## src/rtl/nugg_pkg.sv

```systemverilog
// Package with shared types and constants for the non-uniform grid gradient block.
`timescale 1ns / 1ps
package nugg_pkg;

    localparam int DataWidthDef = 32;
    localparam int FracBitsDef  = 16;

    // Job kinds handed from the front part to the back part.
    typedef enum logic [2:0] {
        JOB_SINGLE   = 3'b001,
        JOB_FORWARD  = 3'b010,
        JOB_INTERIOR = 3'b100
    } t_job_kind;

    // One input transfer.
    typedef struct packed {
        logic signed [31:0] sample_value;
        logic signed [31:0] coordinate;
        logic               final_sample;
    } t_in_item;

    // One result transfer.
    typedef struct packed {
        logic signed [31:0] derivative;
        logic               zero_spacing;
        logic               last_result;
    } t_out_item;

endpackage

```

## src/rtl/nugg_front.sv

```systemverilog
// Front part: keeps the two prior points and turns each input into difference jobs.
`timescale 1ns / 1ps
module nugg_front
    import nugg_pkg::*;
#(
    parameter int DW = DataWidthDef
) (
    input  logic              i_clk,
    input  logic              i_rst_n,
    input  logic              i_valid,
    input  logic [DW-1:0]     i_value,
    input  logic [DW-1:0]     i_coord,
    input  logic              i_final,
    output logic              o_ready,
    // Job output: kind, last flag, four differences.
    output logic              o_job_valid,
    input  logic              i_job_ready,
    output t_job_kind         o_job_kind,
    output logic              o_job_last,
    output logic [DW:0]       o_job_a,
    output logic [DW:0]       o_job_b,
    output logic [DW:0]       o_job_c,
    output logic [DW:0]       o_job_d
);

    logic [DW-1:0] r_v0, r_v1, r_x0, r_x1;
    logic [1:0]    r_seen;
    logic          r_pend;
    logic [DW-1:0] r_pv, r_px;

    logic          w_take;
    logic          w_emit;
    logic          w_pend_go;
    logic          w_job_load;

    // A final point that follows at least one point yields two jobs; the second waits in r_pend.
    assign o_ready    = !r_pend && (!o_job_valid || i_job_ready);
    assign w_take     = i_valid && o_ready;
    assign w_emit     = o_job_valid && i_job_ready;
    assign w_pend_go  = r_pend && (!o_job_valid || i_job_ready);
    assign w_job_load = w_pend_go || (w_take && (r_seen != 2'd0 || i_final));

    function automatic logic [DW:0] sdiff(input logic [DW-1:0] a, input logic [DW-1:0] b);
        sdiff = {a[DW-1], a} - {b[DW-1], b};
    endfunction

    always_ff @(posedge i_clk) begin
        if (!i_rst_n) begin
            r_seen      <= 2'd0;
            r_pend      <= 1'b0;
            o_job_valid <= 1'b0;
        end else begin
            if (w_job_load) begin
                o_job_valid <= 1'b1;
            end else if (w_emit) begin
                o_job_valid <= 1'b0;
            end
            if (w_pend_go) begin
                o_job_kind  <= JOB_FORWARD;
                o_job_last  <= 1'b1;
                o_job_a     <= sdiff(r_pv, r_v0);
                o_job_c     <= sdiff(r_px, r_x0);
                r_pend      <= 1'b0;
                r_seen      <= 2'd0;
            end else if (w_take) begin
                if (r_seen == 2'd0) begin
                    if (i_final) begin
                        o_job_kind  <= JOB_SINGLE;
                        o_job_last  <= 1'b1;
                    end else begin
                        r_v0   <= i_value;
                        r_x0   <= i_coord;
                        r_seen <= 2'd1;
                    end
                end else begin
                    o_job_last  <= 1'b0;
                    o_job_kind  <= (r_seen == 2'd1) ? JOB_FORWARD : JOB_INTERIOR;
                    o_job_a     <= sdiff(i_value, r_v0);
                    o_job_b     <= sdiff(r_v0, r_v1);
                    o_job_c     <= sdiff(i_coord, r_x0);
                    o_job_d     <= sdiff(r_x0, r_x1);
                    if (i_final) begin
                        r_pend <= 1'b1;
                        r_pv   <= i_value;
                        r_px   <= i_coord;
                    end else begin
                        r_v1   <= r_v0;
                        r_x1   <= r_x0;
                        r_v0   <= i_value;
                        r_x0   <= i_coord;
                        r_seen <= 2'd2;
                    end
                end
            end
        end
    end

    // Checks on the front's own bookkeeping.
    a_pend_needs_seen: assert property (@(posedge i_clk) disable iff (!i_rst_n)
        r_pend |-> r_seen != 2'd0) else $error("pending final without prior point");
    a_pend_blocks: assert property (@(posedge i_clk) disable iff (!i_rst_n)
        r_pend |-> !o_ready) else $error("input taken while a job is pending");
    a_seen_range: assert property (@(posedge i_clk) disable iff (!i_rst_n)
        r_seen != 2'd3) else $error("point count out of range");

endmodule

```

## config.mk

```make
export PLATFORM = sky130hd
export DESIGN_NAME = nugg_front
export DESIGN_NICKNAME = d
export VERILOG_FILES = /design/src/rtl/nugg_pkg.sv /design/src/rtl/nugg_front.sv
export SDC_FILE = /design/constraint.sdc
export NUM_CORES = 1
export LEC_CHECK = 0
export BUFFER_PORTS_ARGS = -buffer_cell sky130_fd_sc_hd__buf_2
export CAP_MARGIN = 10
export CORE_MARGIN = 3
export CORE_UTILIZATION = 45
export CTS_CLUSTER_DIAMETER = 50
export DETAILED_ROUTE_END_ITERATION = 8
export SYNTH_ARGS = -nofsm -noshare
export SYNTH_HDL_FRONTEND = slang
export SYNTH_SLANG_ARGS = --single-unit
```

## constraint.sdc

```tcl
create_clock -name i_clk -period 16.8 [get_ports i_clk]
set_input_delay 1.68 -clock i_clk [delete_from_list [all_inputs] [get_ports i_clk]]
set_output_delay 1.68 -clock i_clk [all_outputs]
set_load 0.02 [all_outputs]
```

Yosys cells after proc, flatten, opt, wreduce, memory -nomap -nowiden
Cells that the tools add are included.
W data, S select, Z words.
Word-level totals
  register bits: 332
  output and inout port bits: 138
  input port bits: 69
  word-level logic and storage cells: 69
Cells by class
  reduce and logical (&&, ||, !) cells: 23
  eq/ne operators: 3
  multiplexer cells: 18
  $add $sub $neg: 6
  bitwise logic cells: 4
Operators with widths (number)
  $mux W33: 6
  $sub A32 B32 Y33: 6
  $mux W3: 4
  $reduce_and A5 Y1: 2
  $reduce_and A3 Y1: 3
  $reduce_and A4 Y1: 2
  $mux W2: 3
  $reduce_bool A2 Y1: 3
  $logic_and A1 B1 Y1: 5
  $mux W1: 5
  $not A1 Y1: 4
  $logic_or A1 B1 Y1: 3
  $ne A3 B3 Y1 const B: 1
  $eq A2 B1 Y1 const B: 1
  $logic_not A1 Y1: 2
  $logic_not A2 Y1: 1
  $ne A2 B2 Y1 const B: 1
  $reduce_and A2 Y1: 1
  $reduce_or A2 Y1: 1

Depth between registers and ports, before layout
  depth in word-level cells: 7
  gate-level depth with buffers: 16

Worst setup path after synthesis
Ideal clock, no wire load.
  path kind: input to register
  from: in i_job_ready
  to: reg r_pv[0], enable pin
  setup slack: 7.438 ns
  stages on the path: 6
  arrival: 8.934 ns
  required time: 16.372 ns
  path through: nand2b_1 > nand2_1 > buf_1 > nand2_1 > nor3_1 > and2_1
Between the ends
  longest elaborated chain between the ends: 4
Ends and longest elaborated chain
  start, declared: line nugg_front.sv:17  | input logic i_job_ready,
  $logic_or A1 B1 Y1 (*): line nugg_front.sv:37, nugg_front.sv:40
  $logic_and A1 B1 Y1, on equally long branches: line nugg_front.sv:37, nugg_front.sv:40
  $logic_and A1 B1 Y1 or $not A1 Y1 (tied branches)
  $reduce_and A5 Y1 (no line) (*)
  end signal, assigned: line nugg_front.sv:84  | r_pv <= i_value;
  end, declared: line nugg_front.sv:29  | logic [DW-1:0] r_pv, r_px;
Mark *: on every way between the ends. The rest lies on a longest branch, timed or not.
A chain may end at the register's enable or synchronous reset.

Worst setup path after layout
  from: in i_job_ready
  to: reg o_job_c[30] (data pin)
Between the ends
  longest elaborated chain between the ends: 3
Ends and longest elaborated chain
  $logic_or A1 B1 Y1: line nugg_front.sv:40  | assign w_pend_go = r_pend && (!o_job_valid || i_job_ready);
  $logic_and A1 B1 Y1: line nugg_front.sv:40
  $mux W33: line nugg_front.sv:58  | if (w_pend_go) begin
  end signal, assigned: line nugg_front.sv:62  | o_job_c <= sdiff(r_px, r_x0);
  end signal, assigned: line nugg_front.sv:80  | o_job_c <= sdiff(i_coord, r_x0);
  end, declared: line nugg_front.sv:22  | output logic [DW:0] o_job_c,
No other way between the ends.

==> impl_metrics.py <==
metrics = {
    "worst_setup_path": {
        "rrSetupSlack_ns": 12.01,
        "worst-path-max-fanout": 42,
        "r2r-start": "o_job_valid",
        "crit_end": "o_job_c[30]",
        "start_kind": "input port",
        "r2r_cells": 16,
        "worstPathRequired_ns": 17.08,
        "cp-end-kind": "register",
        "worstPathArrival_ns": 6.03,
        "crit_start": "i_job_ready",
        "crit_type": "in2reg",
        "reg2reg_to": "o_job_c[30]",
    },
    "floorplan": {
        "ioPinCount": 207,
        "core_um2": 38200,
        "die_area_um2": 41680,
        "rows": 71,
        "die_height_um": 204.2,
        "die_x_um": 204.2,
        "initial_core_util_pct": 46.25,
    },
    "yosys": {
        "synth_compound_gate_area_share_pct": 12.97,
        "ys_warn_count": 0,
        "synth_edf_count": 328,
        "yosysSeqAreaShare_pct": 56.20,
        "synth_fa_ha_area_share_pct": 9.518,
        "synth-xor-area-share_pct": 5.155,
        "postSynthCellCount": 1471,
        "syn_area_um2": 17670,
        "avgSynthCellArea_um2": 12.01,
        "synth_cell_type_count": 65,
        "synthSimpleGateAreaFrac_pct": 7.669,
        "postSynth.asyncResetShare_pct": 0,
        "synth_ff_type": "edfxtp_1",
        "syn_nets": 1672,
        "synth_top_family_by_area": "compound AO/OA/AOI/OAI gates",
        "ys_ff_latch": 332,
        "synthMuxAreaShare_pct": 4.291,
    },
    "timing": {
        "setup_viol": 0,
        "drv_slew": 0,
        "layout_setup_ws_ns": 11.05,
        "fin_crit_sh_pct": 34.22,
        "slew_headroom_pct": 15.23,
        "max_freq_mhz": 174.0,
        "worst_pin_slew_ns": 1.240,
        "rsz0062_at_grt": "no",
        "finClkSkew_ns": 0.02960,
        "finalHoldViolCount": 0,
        "fin_setup_tns_ns": 0,
        "post-route-min-period_ns": 5.749,
        "hold_ws_ns": 0.4892,
    },
    "global_routing": {
        "grt_start_max_net_pins": 67,
        "grt_pass1_wl_um": 63490,
        "grt_usage_pct": 19.43,
        "grt-ovfl-total": 0,
        "antenna_found_initial": 4,
        "grt_pass1_vias": 11450,
    },
    "pwr": {
        "p_per_area_nw_per_um2": 98.03,
        "leakagePower_nw": 8.498,
        "vdd_drop_max_v": 0.00008204,
        "power.total_w": 0.002023,
    },
    "finish": {
        "drive_gt1_share_pct": 20.67,
        "fin_area_um2": 20630,
        "fill_cells": 3332,
        "final_cell_mix": "328 x edfxtp_1, 206 x buf_2, 172 x inv_1",
        "nNetsFinal": 1902,
        "final_common_cell": "edfxtp_1",
        "area.growth.synth_to_final_pct": 16.78,
    },
    "clock_network": {
        "clock_latency_ns": 0.56,
        "ctsResizeCount": 0,
        "clk_path_buf_depth": 3,
        "cts_inserted_buffers": 43,
        "clk_pin_slew_ns": 0.06,
        "clock-root-buffer": "clkbuf_16",
        "post_cts_buffers": 0,
        "cts_sinks": 332,
        "holdBufCountCts": 0,
        "cts_max_level": 2,
        "cts_tree": "done",
    },
    "place": {
        "postPlaceCellArea_um2": 19300,
        "port_buffers": 206,
        "pre_cts_slack_ns": 10.52,
        "hpwl_um": 28970,
        "place.gp.congestion": 0.8532,
    },
    "routing": {
        "via_per_inst": 5.350,
        "wl_per_cell_um": 18.21,
        "first_pass_iters": 5,
        "wirelength_um": 40910,
        "num_vias": 12020,
        "ant_nets": 0,
        "drtIter0Drc": 862,
        "drc": 0,
    },
    "min_path": {
        "hold_depth": 0,
        "hold_path.class": "reg2reg",
    },
    "run_status": {
        "outcome": "complete, no violations",
    },
    "flow_run": {
        "max_cap_violations": 0,
    },
}
## where the power goes
group | switching, W | leakage [nW] | internal (W)
Sequential | 0.00000852 | 3.00 | 0.000938
Clock | 0.000365 | 0.647 | 0.000492
Combinational | 0.000131 | 4.85 | 0.0000879
## sequential cells by signal, indices dropped and copies added (netlist names)
name         flops
o_job_a         33
r_seen           2
o_job_d         33
o_job_kind       3
r_v0            32
r_px            32
r_x0            32
o_job_valid      1
r_pend           1
o_job_c         33
o_job_last       1
r_pv            32
r_x1            32
o_job_b         33
r_v1            32
## per-stage QoR
step / cells / util, %
floorplan: 1471 / -
detailed placement: 2167 / 50.53
finish: 2246 / 54.02
global route: 2245 / 54.01
CTS: 2243 / 54.00
global placement: 2167 / 50.53
## synthesized netlist by cell type, types with 13 or more instances
cell type    n  share of area [%]
mux2_2      62                4.0
xor2_1      30                1.5
edfxtp_1   328                 56
a31oi_1     15               0.53
o21a_1      16               0.68
nor2_1      78                1.7
nor3_1      13               0.37
nand4_1     19               0.67
inv_1      172                3.7
nand3_1     22               0.62
ha_1       128                9.1
and3_1      13               0.46
o21bai_1    16               0.68
nand2b_1    17               0.60
nand2_1     81                1.7
a21oi_1    109                3.1
o21ai_0     51                1.4
xnor2_1     74                3.7
clkbuf_1    18               0.38
a21o_1      50                2.1
nor2b_1     16               0.57
o21ai_1     15               0.42
## worst min-delay path by stage
stage,from,endpoint,slack [ns]
CTS,r_v0[23],r_v1[23],0.48
global route,r_x0[27],r_x1[27],0.51
global placement,r_x0[1],r_x1[1],0.47
detailed placement,r_v0[10],r_v1[10],0.47
floorplan,r_v0[0],r_v1[0],0.46
finish,r_v0[10],r_v1[10],0.49
## worst max-delay path, cell delays in order
cell      delay [ns]
buf_2           0.10
nand2b_1        0.18
nand2_4         0.36
buf_4           0.58
mux2i_1         0.27
ha_1            0.19
inv_1           0.06
fa_1            0.45
a211oi_1        0.38
o21ai_0         0.23
a21oi_1         0.43
nor3_1          0.16
o21ai_0         0.26
nand4_1         0.18
a31oi_1         0.20
o21bai_1        0.10
xnor2_1         0.13
## final cells by class
cell class / instances / area (um^2) / area share (%)
antenna: 3 / 7.507 / 0.03638
clock buffer: 46 / 1087 / 5.270
clock inverter: 30 / 236.5 / 1.146
inverter: 172 / 645.6 / 3.129
multi-input combinational: 942 / 7027 / 34.06
sequential: 332 / 9930 / 48.12
tap: 511 / 639.4 / 3.099
timing repair buffer: 210 / 1061 / 5.142
## cells by family after synthesis
kind of cell,Yosys count
AO/OA/AOI/OAI,353
XOR/XNOR,104
adder cells (fa/ha/maj),132
buffers and inverters,197
flip-flops,332
multiplexers,68
AND/OR/NAND/NOR,285
## layer usage
metal | global-route usage (%) | vias up | share of wire, %
met1 | 27.67 | 5758 | 46
met3 | 3.838 | 60 | 6.2
li1 | - | 5876 | -
met5 | 0 | - | 0.083
met4 | 5.775 | 4 | 2.4
met2 | 30.33 | 319 | 45
Power figures use the tool's default switching activity.
